File: config.mk
export PLATFORM = sky130hd
export DESIGN_NAME = seeded_word_string_hash
export DESIGN_NICKNAME = d
export VERILOG_FILES = /design/src/hw/rtl/swsh_pkg.sv /design/src/hw/rtl/swsh_front.sv /design/src/hw/rtl/swsh_mix.sv /design/src/hw/rtl/swsh_back.sv /design/src/hw/rtl/seeded_word_string_hash.sv
export VERILOG_INCLUDE_DIRS = /design/src /design/src/hw/rtl
export SDC_FILE = /design/constraint.sdc
export NUM_CORES = 2
export LEC_CHECK = 0
export BUFFER_PORTS_ARGS = -buffer_cell sky130_fd_sc_hd__buf_4
export CELL_PAD_IN_SITES_DETAIL_PLACEMENT = 0
export CELL_PAD_IN_SITES_GLOBAL_PLACEMENT = 1
export CORE_ASPECT_RATIO = 0.6
export CORE_MARGIN = 2
export CORE_UTILIZATION = 46
export DETAILED_ROUTE_END_ITERATION = 12
export MAX_ROUTING_LAYER = met4
export PLACE_DENSITY_LB_ADDON = 0.1
export SYNTH_ARGS = -nofsm -noshare
export SYNTH_HDL_FRONTEND = slang
export SYNTH_HIERARCHICAL = 1
export SYNTH_SLANG_ARGS = --single-unit
File: constraint.sdc
create_clock -name i_clk -period 11 [get_ports i_clk]
set_input_delay 0.55 -clock i_clk [delete_from_list [all_inputs] [get_ports i_clk]]
set_output_delay 0.55 -clock i_clk [all_outputs]
set_load 0.005 [all_outputs]
File: src/hw/rtl/seeded_word_string_hash_defines.svh
// Assertion macros shared by the seeded word string hash RTL.
// Included by the top level; no other dependencies.
`ifndef SEEDED_WORD_STRING_HASH_DEFINES_SVH
`define SEEDED_WORD_STRING_HASH_DEFINES_SVH

// Same-cycle implication, disabled while reset is held
`define SWSH_ASSERT_NOW(label, clk, rst_n, ante, cons, msg) \
    label: assert property (@(posedge clk) disable iff (!(rst_n)) (ante) |-> (cons)) \
        else $error(msg);

// Next-cycle implication, disabled while reset is held
`define SWSH_ASSERT_NEXT(label, clk, rst_n, ante, cons, msg) \
    label: assert property (@(posedge clk) disable iff (!(rst_n)) (ante) |=> (cons)) \
        else $error(msg);

`endif

File: src/hw/rtl/swsh_pkg.sv
// Package for the seeded word string hash: mixer constants, queue depth,
// and the structs passed between front end, back end and mixer. No dependencies.
`default_nettype none

package swsh_pkg;

    localparam logic [63:0] GOLDEN_GAMMA = 64'h9e3779b97f4a7c15;
    localparam logic [63:0] MIX_MUL_A    = 64'hbf58476d1ce4e5b9;
    localparam logic [63:0] MIX_MUL_B    = 64'h94d049bb133111eb;
    localparam int unsigned SHIFT_PRE    = 30;
    localparam int unsigned SHIFT_MID    = 27;
    localparam int unsigned SHIFT_FIN    = 31;

    // Default depth of the item queue between front and back end
    localparam int unsigned QUEUE_DEPTH  = 2;

    // Classified item handed from front end to back end
    typedef struct packed {
        logic [63:0] word;      // word with invalid tail bytes cleared
        logic        two_mix;   // full last word: mix word, then zero tail
        logic        last;      // final item of the string
    } t_item;

    // Request from back end to mixer
    typedef struct packed {
        logic        start;
        logic [63:0] value;
    } t_mix_req;

    // Response from mixer to back end
    typedef struct packed {
        logic        ready;
        logic        done;
        logic [63:0] result;
    } t_mix_rsp;

endpackage

`default_nettype wire

File: src/hw/rtl/swsh_front.sv
// Front end of the seeded word string hash: accepts items, masks partial
// tail words, flags full last words, and queues them. Uses swsh_pkg.
`default_nettype none

module swsh_front #(
    parameter int unsigned P_QUEUE_DEPTH = swsh_pkg::QUEUE_DEPTH
) (
    input  wire logic           i_clk,
    input  wire logic           i_rst_n,
    input  wire logic           push,
    output logic                full,
    input  wire logic [63:0]    i_data_word,
    input  wire logic [3:0]     i_valid_bytes,
    input  wire logic           i_last_word,
    output swsh_pkg::t_item     o_item,
    output logic                o_avail,
    input  wire logic           i_take
);
    import swsh_pkg::*;

    localparam int unsigned PTR_W = (P_QUEUE_DEPTH > 1) ? $clog2(P_QUEUE_DEPTH) : 1;
    localparam int unsigned CNT_W = $clog2(P_QUEUE_DEPTH + 1);
    localparam logic [PTR_W-1:0] PTR_LAST = PTR_W'(P_QUEUE_DEPTH - 1);
    localparam logic [CNT_W-1:0] CNT_FULL = CNT_W'(P_QUEUE_DEPTH);

    t_item            r_q [P_QUEUE_DEPTH];
    logic [PTR_W-1:0] r_wr_ptr, n_wr_ptr;
    logic [PTR_W-1:0] r_rd_ptr, n_rd_ptr;
    logic [CNT_W-1:0] r_count, n_count;
    logic             wr_en;
    logic             rd_en;
    logic             full_word;
    logic [63:0]      byte_mask;
    t_item            item_in;

    // Build the byte mask for a partial tail word
    always_comb begin
        for (int b = 0; b < 8; b++) begin
            byte_mask[8*b +: 8] = (i_valid_bytes > 4'(b)) ? 8'hff : 8'h00;
        end
    end

    // Classify: non-last items and counts of eight or more take the whole word
    always_comb begin
        full_word       = !i_last_word || (i_valid_bytes >= 4'd8);
        item_in.word    = full_word ? i_data_word : (i_data_word & byte_mask);
        item_in.two_mix = i_last_word && (i_valid_bytes >= 4'd8);
        item_in.last    = i_last_word;
    end

    assign full    = (r_count == CNT_FULL);
    assign o_avail = (r_count != '0);
    assign o_item  = r_q[r_rd_ptr];
    assign wr_en   = push && !full;
    assign rd_en   = i_take && o_avail;

    // Advance pointers and occupancy
    always_comb begin
        n_wr_ptr = r_wr_ptr;
        n_rd_ptr = r_rd_ptr;
        n_count  = r_count;
        if (wr_en) begin
            n_wr_ptr = (r_wr_ptr == PTR_LAST) ? '0 : r_wr_ptr + 1'b1;
        end
        if (rd_en) begin
            n_rd_ptr = (r_rd_ptr == PTR_LAST) ? '0 : r_rd_ptr + 1'b1;
        end
        case ({wr_en, rd_en})
            2'b10:   n_count = r_count + 1'b1;
            2'b01:   n_count = r_count - 1'b1;
            default: n_count = r_count;
        endcase
    end

    always_ff @(posedge i_clk) begin
        if (!i_rst_n) begin
            r_wr_ptr <= '0;
            r_rd_ptr <= '0;
            r_count  <= '0;
        end else begin
            r_wr_ptr <= n_wr_ptr;
            r_rd_ptr <= n_rd_ptr;
            r_count  <= n_count;
        end
    end

    // Store the classified item
    always_ff @(posedge i_clk) begin
        if (wr_en) begin
            r_q[r_wr_ptr] <= item_in;
        end
    end

endmodule

`default_nettype wire

File: src/hw/rtl/swsh_mix.sv
// Finalizer unit of the seeded word string hash: one splitmix64 mix built
// around a single shared 32x32 multiplier. Uses swsh_pkg.
`default_nettype none

module swsh_mix (
    input  wire logic         i_clk,
    input  wire logic         i_rst_n,
    input  wire swsh_pkg::t_mix_req i_req,
    output swsh_pkg::t_mix_rsp o_rsp
);
    import swsh_pkg::*;

    localparam logic [2:0] S_IDLE = 3'd0;
    localparam logic [2:0] S_M0   = 3'd1;
    localparam logic [2:0] S_M1   = 3'd2;
    localparam logic [2:0] S_M2   = 3'd3;
    localparam logic [2:0] S_XS   = 3'd4;
    localparam logic [2:0] S_DONE = 3'd5;

    logic [2:0]  r_state, n_state;
    logic        r_ph, n_ph;          // 0: multiply by A, 1: by B
    logic [63:0] r_x, n_x;            // multiplicand
    logic [63:0] r_acc, n_acc;        // product accumulator
    logic [63:0] pre;
    logic [63:0] mul_c;
    logic [31:0] op_a;
    logic [31:0] op_b;
    logic [63:0] prod;
    logic        ready;

    assign ready = (r_state == S_IDLE) || (r_state == S_DONE);

    // Select one 32x32 partial product per cycle:
    // low*low, high*low, low*high; the high*high term drops out mod 2^64
    always_comb begin
        mul_c = r_ph ? MIX_MUL_B : MIX_MUL_A;
        op_a  = (r_state == S_M1) ? r_x[63:32] : r_x[31:0];
        op_b  = (r_state == S_M2) ? mul_c[63:32] : mul_c[31:0];
        prod  = 64'(op_a) * 64'(op_b);
        pre   = i_req.value + GOLDEN_GAMMA;
    end

    // Sequence the mix: load, three partials, xor-shift, three partials, done
    always_comb begin
        n_state = r_state;
        n_ph    = r_ph;
        n_x     = r_x;
        n_acc   = r_acc;
        case (r_state)
            S_IDLE, S_DONE: begin
                if (i_req.start) begin
                    n_x     = pre ^ (pre >> SHIFT_PRE);
                    n_ph    = 1'b0;
                    n_state = S_M0;
                end else begin
                    n_state = S_IDLE;
                end
            end
            S_M0: begin
                n_acc   = prod;
                n_state = S_M1;
            end
            S_M1: begin
                n_acc   = {r_acc[63:32] + prod[31:0], r_acc[31:0]};
                n_state = S_M2;
            end
            S_M2: begin
                n_acc   = {r_acc[63:32] + prod[31:0], r_acc[31:0]};
                n_state = r_ph ? S_DONE : S_XS;
            end
            S_XS: begin
                n_x     = r_acc ^ (r_acc >> SHIFT_MID);
                n_ph    = 1'b1;
                n_state = S_M0;
            end
            default: begin
                n_state = S_IDLE;
            end
        endcase
    end

    always_ff @(posedge i_clk) begin
        if (!i_rst_n) begin
            r_state <= S_IDLE;
            r_ph    <= 1'b0;
        end else begin
            r_state <= n_state;
            r_ph    <= n_ph;
        end
    end

    // Hold operand and accumulator
    always_ff @(posedge i_clk) begin
        r_x   <= n_x;
        r_acc <= n_acc;
    end

    assign o_rsp.ready  = ready;
    assign o_rsp.done   = (r_state == S_DONE);
    assign o_rsp.result = r_acc ^ (r_acc >> SHIFT_FIN);

endmodule

`default_nettype wire

File: src/hw/rtl/swsh_back.sv
// Back end of the seeded word string hash: keeps the running hash, drives
// the mixer per queued item, and holds the result register. Uses swsh_pkg.
`default_nettype none

module swsh_back (
    input  wire logic          i_clk,
    input  wire logic          i_rst_n,
    input  wire logic [63:0]   i_seed,
    input  wire swsh_pkg::t_item i_item,
    input  wire logic          i_avail,
    output logic               o_take,
    output swsh_pkg::t_mix_req o_mix_req,
    input  wire swsh_pkg::t_mix_rsp i_mix_rsp,
    output logic               o_idle,
    output logic               empty,
    input  wire logic          pop,
    output logic [63:0]        o_hash_value
);
    import swsh_pkg::*;

    localparam logic [1:0] B_IDLE = 2'd0;
    localparam logic [1:0] B_RUN  = 2'd1;
    localparam logic [1:0] B_OUT  = 2'd2;

    logic [1:0]  r_state, n_state;
    logic        r_in_str, n_in_str;
    logic        r_two, n_two;
    logic        r_last, n_last;
    logic [63:0] r_hash, n_hash;
    logic        r_out_valid, n_out_valid;
    logic [63:0] r_out_hash, n_out_hash;
    logic [63:0] start_h;

    assign start_h = r_in_str ? r_hash : (i_seed ^ GOLDEN_GAMMA);

    always_comb begin
        n_state     = r_state;
        n_in_str    = r_in_str;
        n_two       = r_two;
        n_last      = r_last;
        n_hash      = r_hash;
        n_out_hash  = r_out_hash;
        n_out_valid = r_out_valid && !pop;
        o_take          = 1'b0;
        o_mix_req.start = 1'b0;
        o_mix_req.value = i_mix_rsp.result;
        case (r_state)
            // Take the next item and fold it into the running hash
            B_IDLE: begin
                if (i_avail && i_mix_rsp.ready) begin
                    o_take          = 1'b1;
                    o_mix_req.start = 1'b1;
                    o_mix_req.value = start_h ^ i_item.word;
                    n_two           = i_item.two_mix;
                    n_last          = i_item.last;
                    n_state         = B_RUN;
                end
            end
            // Wait for the mix; chain the zero tail after a full last word
            B_RUN: begin
                if (i_mix_rsp.done) begin
                    if (r_two) begin
                        o_mix_req.start = 1'b1;
                        n_two           = 1'b0;
                    end else begin
                        n_hash = i_mix_rsp.result;
                        if (r_last) begin
                            n_state = B_OUT;
                        end else begin
                            n_in_str = 1'b1;
                            n_state  = B_IDLE;
                        end
                    end
                end
            end
            // Hold the final hash until the result register frees up
            B_OUT: begin
                if (!n_out_valid) begin
                    n_out_valid = 1'b1;
                    n_out_hash  = r_hash;
                    n_in_str    = 1'b0;
                    n_state     = B_IDLE;
                end
            end
            default: begin
                n_state = B_IDLE;
            end
        endcase
    end

    always_ff @(posedge i_clk) begin
        if (!i_rst_n) begin
            r_state     <= B_IDLE;
            r_in_str    <= 1'b0;
            r_two       <= 1'b0;
            r_last      <= 1'b0;
            r_hash      <= '0;
            r_out_valid <= 1'b0;
        end else begin
            r_state     <= n_state;
            r_in_str    <= n_in_str;
            r_two       <= n_two;
            r_last      <= n_last;
            r_hash      <= n_hash;
            r_out_valid <= n_out_valid;
        end
    end

    always_ff @(posedge i_clk) begin
        r_out_hash <= n_out_hash;
    end

    assign o_idle       = (r_state == B_IDLE);
    assign empty        = !r_out_valid;
    assign o_hash_value = r_out_hash;

endmodule

`default_nettype wire

File: src/hw/rtl/seeded_word_string_hash.sv
// Top level of the seeded word string hash: seed register, front end queue,
// back end and mixer. Uses swsh_pkg and seeded_word_string_hash_defines.svh.
`default_nettype none

`include "seeded_word_string_hash_defines.svh"

// Hashes a byte string delivered as little-endian 64-bit words, one word per
// push; last_word closes the string and yields one hash on the result queue
// (a last word with fewer than eight valid bytes is masked to its low bytes).
// Each word goes through one splitmix64 finalizer; a last word with a full
// eight bytes gets a second finalizer over a zero tail. The finalizer is
// sequenced over one shared 32x32 multiplier, three partial products per
// 64-bit multiply. A queue of P_QUEUE_DEPTH items in front lets pushes
// continue while the back end works, and a result register holds the
// finished hash until it is popped. The seed is written through the
// configuration channel, always ready, and is sampled at string start.
module seeded_word_string_hash #(
    parameter int unsigned P_QUEUE_DEPTH = swsh_pkg::QUEUE_DEPTH
) (
    input  wire logic        i_clk,
    input  wire logic        i_rst_n,
    input  wire logic        push,
    output logic             full,
    input  wire logic [63:0] i_data_word,
    input  wire logic [3:0]  i_valid_bytes,
    input  wire logic        i_last_word,
    output logic             empty,
    input  wire logic        pop,
    output logic [63:0]      o_hash_value,
    input  wire logic        i_cfg_valid,
    output logic             o_cfg_ready,
    input  wire logic [63:0] i_hash_seed
);
    import swsh_pkg::*;

    logic [63:0] r_seed;
    t_item       item;
    logic        avail;
    logic        take;
    logic        back_idle;
    t_mix_req    mix_req;
    t_mix_rsp    mix_rsp;

    // Capture the seed on each configuration write
    assign o_cfg_ready = 1'b1;

    always_ff @(posedge i_clk) begin
        if (!i_rst_n) begin
            r_seed <= '0;
        end else if (i_cfg_valid && o_cfg_ready) begin
            r_seed <= i_hash_seed;
        end
    end

    swsh_front #(
        .P_QUEUE_DEPTH (P_QUEUE_DEPTH)
    ) u_front (
        .i_clk         (i_clk),
        .i_rst_n       (i_rst_n),
        .push          (push),
        .full          (full),
        .i_data_word   (i_data_word),
        .i_valid_bytes (i_valid_bytes),
        .i_last_word   (i_last_word),
        .o_item        (item),
        .o_avail       (avail),
        .i_take        (take)
    );

    swsh_back u_back (
        .i_clk        (i_clk),
        .i_rst_n      (i_rst_n),
        .i_seed       (r_seed),
        .i_item       (item),
        .i_avail      (avail),
        .o_take       (take),
        .o_mix_req    (mix_req),
        .i_mix_rsp    (mix_rsp),
        .o_idle       (back_idle),
        .empty        (empty),
        .pop          (pop),
        .o_hash_value (o_hash_value)
    );

    swsh_mix u_mix (
        .i_clk   (i_clk),
        .i_rst_n (i_rst_n),
        .i_req   (mix_req),
        .o_rsp   (mix_rsp)
    );

    // Back end never starts the mixer while it is busy
    `SWSH_ASSERT_NOW(a_start_when_ready, i_clk, i_rst_n, mix_req.start, mix_rsp.ready, "mixer started while busy")
    // An idle back end always finds the mixer free
    `SWSH_ASSERT_NOW(a_idle_mix_ready, i_clk, i_rst_n, back_idle, mix_rsp.ready, "mixer busy while back end idle")
    // A waiting item is picked up at once by an idle back end
    `SWSH_ASSERT_NEXT(a_take_queued, i_clk, i_rst_n, avail && back_idle, !back_idle, "queued item not taken")
    // Mix completion lasts a single cycle
    `SWSH_ASSERT_NEXT(a_done_pulse, i_clk, i_rst_n, mix_rsp.done, !mix_rsp.done, "mix done held")

endmodule

`default_nettype wire
==> metrics.txt <==
# TYPE chip_impl_metric gauge
chip_impl_info{name="result_of_the_run",value="finished, final reports clean"} 1
chip_impl_metric{name="setup_viol",unit=""} 0
chip_impl_metric{name="grt_start_max_net_pins",unit=""} 88
chip_impl_metric{name="vias_per_cell",unit=""} 5.63
chip_impl_metric{name="ctsResizeCount",unit=""} 0
chip_impl_metric{name="timing_worst_slew_pin_value",unit="ns"} 1.20
chip_impl_metric{name="remaining_drc_errors",unit=""} 0
chip_impl_metric{name="slowest_stage_delay_cp",unit="ns"} 0.64
chip_impl_metric{name="postSynthCellCount",unit=""} 5319
chip_impl_info{name="ctsRootBufferMaster",value="sky130_fd_sc_hd__clkbuf_16"} 1
chip_impl_info{name="layout_commonest_cell",value="sky130_fd_sc_hd__inv_1"} 1
chip_impl_metric{name="dp_worst_setup_slack",unit="ns"} 0.736
chip_impl_info{name="criticalPathCategory",value="reg2reg"} 1
chip_impl_metric{name="antenna_left",unit=""} 0
chip_impl_metric{name="clkTransAtPathRegs",unit="ns"} 0.07
chip_impl_metric{name="final.setup_skew",unit="ns"} 0.0195
chip_impl_metric{name="crit_required",unit="ns"} 11.41
chip_impl_metric{name="synthesis.area_per_instance",unit="um^2"} 10.1
chip_impl_metric{name="gp_routability_congestion",unit=""} 1.02
chip_impl_metric{name="die_outline_area",unit="mm^2"} 0.120
chip_impl_metric{name="final_hold_viol_count",unit=""} 0
chip_impl_metric{name="clock_tree.buffer_depth",unit=""} 3
chip_impl_metric{name="detailroute.via_count",unit=""} 39700
chip_impl_metric{name="worstPathArrival",unit="ns"} 10.97
chip_impl_metric{name="holdBufCountCts",unit=""} 0
chip_impl_metric{name="cts_made_buffers",unit=""} 41
chip_impl_metric{name="initial_core_utilization",unit=""} 0.463
chip_impl_metric{name="htree_levels",unit=""} 2
chip_impl_info{name="layout_common_cells",value="sky130_fd_sc_hd__inv_1 (923), sky130_fd_sc_hd__fa_1 (823), sky130_fd_sc_hd__nor2_1 (375)"} 1
chip_impl_metric{name="crit_fanout",unit=""} 11
chip_impl_metric{name="worst_skew_pair.late_latency",unit="ns"} 0.59
chip_impl_metric{name="ys_warnings",unit=""} 6
chip_impl_metric{name="wl",unit="um"} 207000
chip_impl_info{name="rsz_0062_raised_after_global_routing",value="no"} 1
chip_impl_metric{name="postCtsSetupBuffers",unit=""} 0
chip_impl_metric{name="part_of_the_cycle_the_worst_path_needs",unit=""} 0.960
chip_impl_metric{name="die-height",unit="um"} 269
chip_impl_metric{name="clock_sinks",unit=""} 467
chip_impl_metric{name="port_buffers",unit=""} 203
chip_impl_metric{name="antenna_found_initial",unit=""} 5
chip_impl_metric{name="nNetsFinal",unit=""} 6814
chip_impl_metric{name="finalSetupTns",unit="ns"} 0
chip_impl_info{name="critical-path-slowest-cell",value="sky130_fd_sc_hd__fa_1"} 1
chip_impl_metric{name="grt_first_pass_wirelength",unit="um"} 295000
chip_impl_info{name="setup.worst_path.start_class",value="flip-flop"} 1
chip_impl_metric{name="min_period",unit="ns"} 10.56
chip_impl_info{name="cell_class_contributing_the_biggest_share_of_worst_path_delay",value="adder cells"} 1
chip_impl_metric{name="max_cap_viol_count",unit=""} 0
chip_impl_info{name="timing.critical_path.mode_cell",value="sky130_fd_sc_hd__fa_1"} 1
chip_impl_metric{name="dr.pass1.iters",unit=""} 5
chip_impl_metric{name="detailedRoute.firstIterationViolations",unit=""} 4711
chip_impl_metric{name="layout_setup_ws",unit="ns"} 0.442
chip_impl_metric{name="slew_violations",unit=""} 0
chip_impl_metric{name="fp.dieW",unit="um"} 446
chip_impl_info{name="cts_tree",value="built"} 1
chip_impl_metric{name="detail_route.wl_per_cell",unit="um"} 29.4
chip_impl_metric{name="cp_buf_inv_count",unit=""} 6
chip_impl_metric{name="synthToLayoutAreaGrowth",unit="%"} 8.86
chip_impl_metric{name="timing.slew.headroom",unit=""} 0.192
chip_impl_metric{name="max_clock_freq",unit="GHz"} 0.0947
chip_impl_metric{name="syn_area",unit="mm^2"} 0.0540
chip_impl_metric{name="layout.filler_cells",unit=""} 11000
chip_impl_metric{name="core_region_area",unit="mm^2"} 0.117
chip_impl_metric{name="pin_count",unit=""} 205
chip_impl_metric{name="post_route_cells_drive_above_1_share",unit=""} 0.117
chip_impl_metric{name="vias_in_the_first_global_route",unit=""} 39200
chip_impl_info{name="worst_hold_path_type",value="in2reg"} 1
chip_impl_metric{name="fp-row-count",unit=""} 97
chip_impl_metric{name="dpl_wire_length",unit="um"} 174000
chip_impl_metric{name="grtUsageTotal",unit=""} 0.357
chip_impl_metric{name="grt-ovfl-total",unit=""} 0
chip_impl_info{name="crit_path_end_kind",value="flip-flop"} 1
chip_impl_metric{name="synth_fp_nets",unit=""} 6653
[worst paths after layout]
path                                   startpoint                 endpoint  slack, ns  cells after the start
worst min-delay path              i_hash_seed[54]               r_seed[54]       0.22                      3
worst min register to register  u_back/r_hash[14]  u_back/o_hash_value[14]       0.46                      0
worst max register to register   u_mix/r_state[2]          u_mix/r_acc[63]       0.44                     33
worst max-delay path             u_mix/r_state[2]          u_mix/r_acc[63]       0.44                     33
[per-layer routing]
layer,part of all wire,track usage,vias to the layer above
li1,-,-,17300
met1,0.49,0.573,20300
met5,0,-,-
met2,0.36,0.419,1976
met4,0.010,0.0332,0
met3,0.14,0.140,120
[through the flow]
stage / hold WS, ns / instances / instance area (um^2) / utilization
global route: 0.208 / 7046 / 58700 / 0.504
global placement: 0.442 / 6971 / 57400 / 0.492
detailed placement: 0.442 / 6971 / 57400 / 0.492
finish: 0.224 / 7047 / 58700 / 0.504
floorplan: 0.430 / 5319 / 54000 / -
CTS: 0.194 / 7046 / 58700 / 0.504
[state kept, by name, summed over array words and instances, names as in the netlist, 2 cells and up, named ones only]
| name | count |
|---|---|
| u_front/r_q | 132 |
| r_seed | 64 |
| u_back/o_hash_value | 64 |
| u_back/r_hash | 64 |
| u_mix/r_acc | 64 |
| u_mix/r_x | 64 |
| u_mix/r_state | 3 |
| u_back/r_state | 2 |
| u_front/r_count | 2 |
[area by class of cell]
class	instances	area, um^2	share of cell area
clock buffers	57	1190	0.0202
clock inverters	18	180	0.00307
multi-input cells	3685	36700	0.624
inverters	928	3490	0.0594
diodes	1	2.50	0.0000426
well taps	1534	1920	0.0327
flip-flops and latches	467	12600	0.214
repair buffers	357	2690	0.0458
[worst register-to-register path: cells and delay by family (launching register included)]
kind                     cells  cell delay (ns)
adder cells (fa/ha/maj)     10             4.80
buffers and inverters        6             1.04
multiplexers                 1             0.36
AND/OR/NAND/NOR              9             2.10
AO/OA/AOI/OAI                6             1.46
XOR/XNOR                     1             0.17
flip-flops                   1             0.45
Power is left out: the tool's default activity adds up to more than one toggle a clock period on the data nets, which glitch-free logic cannot reach.
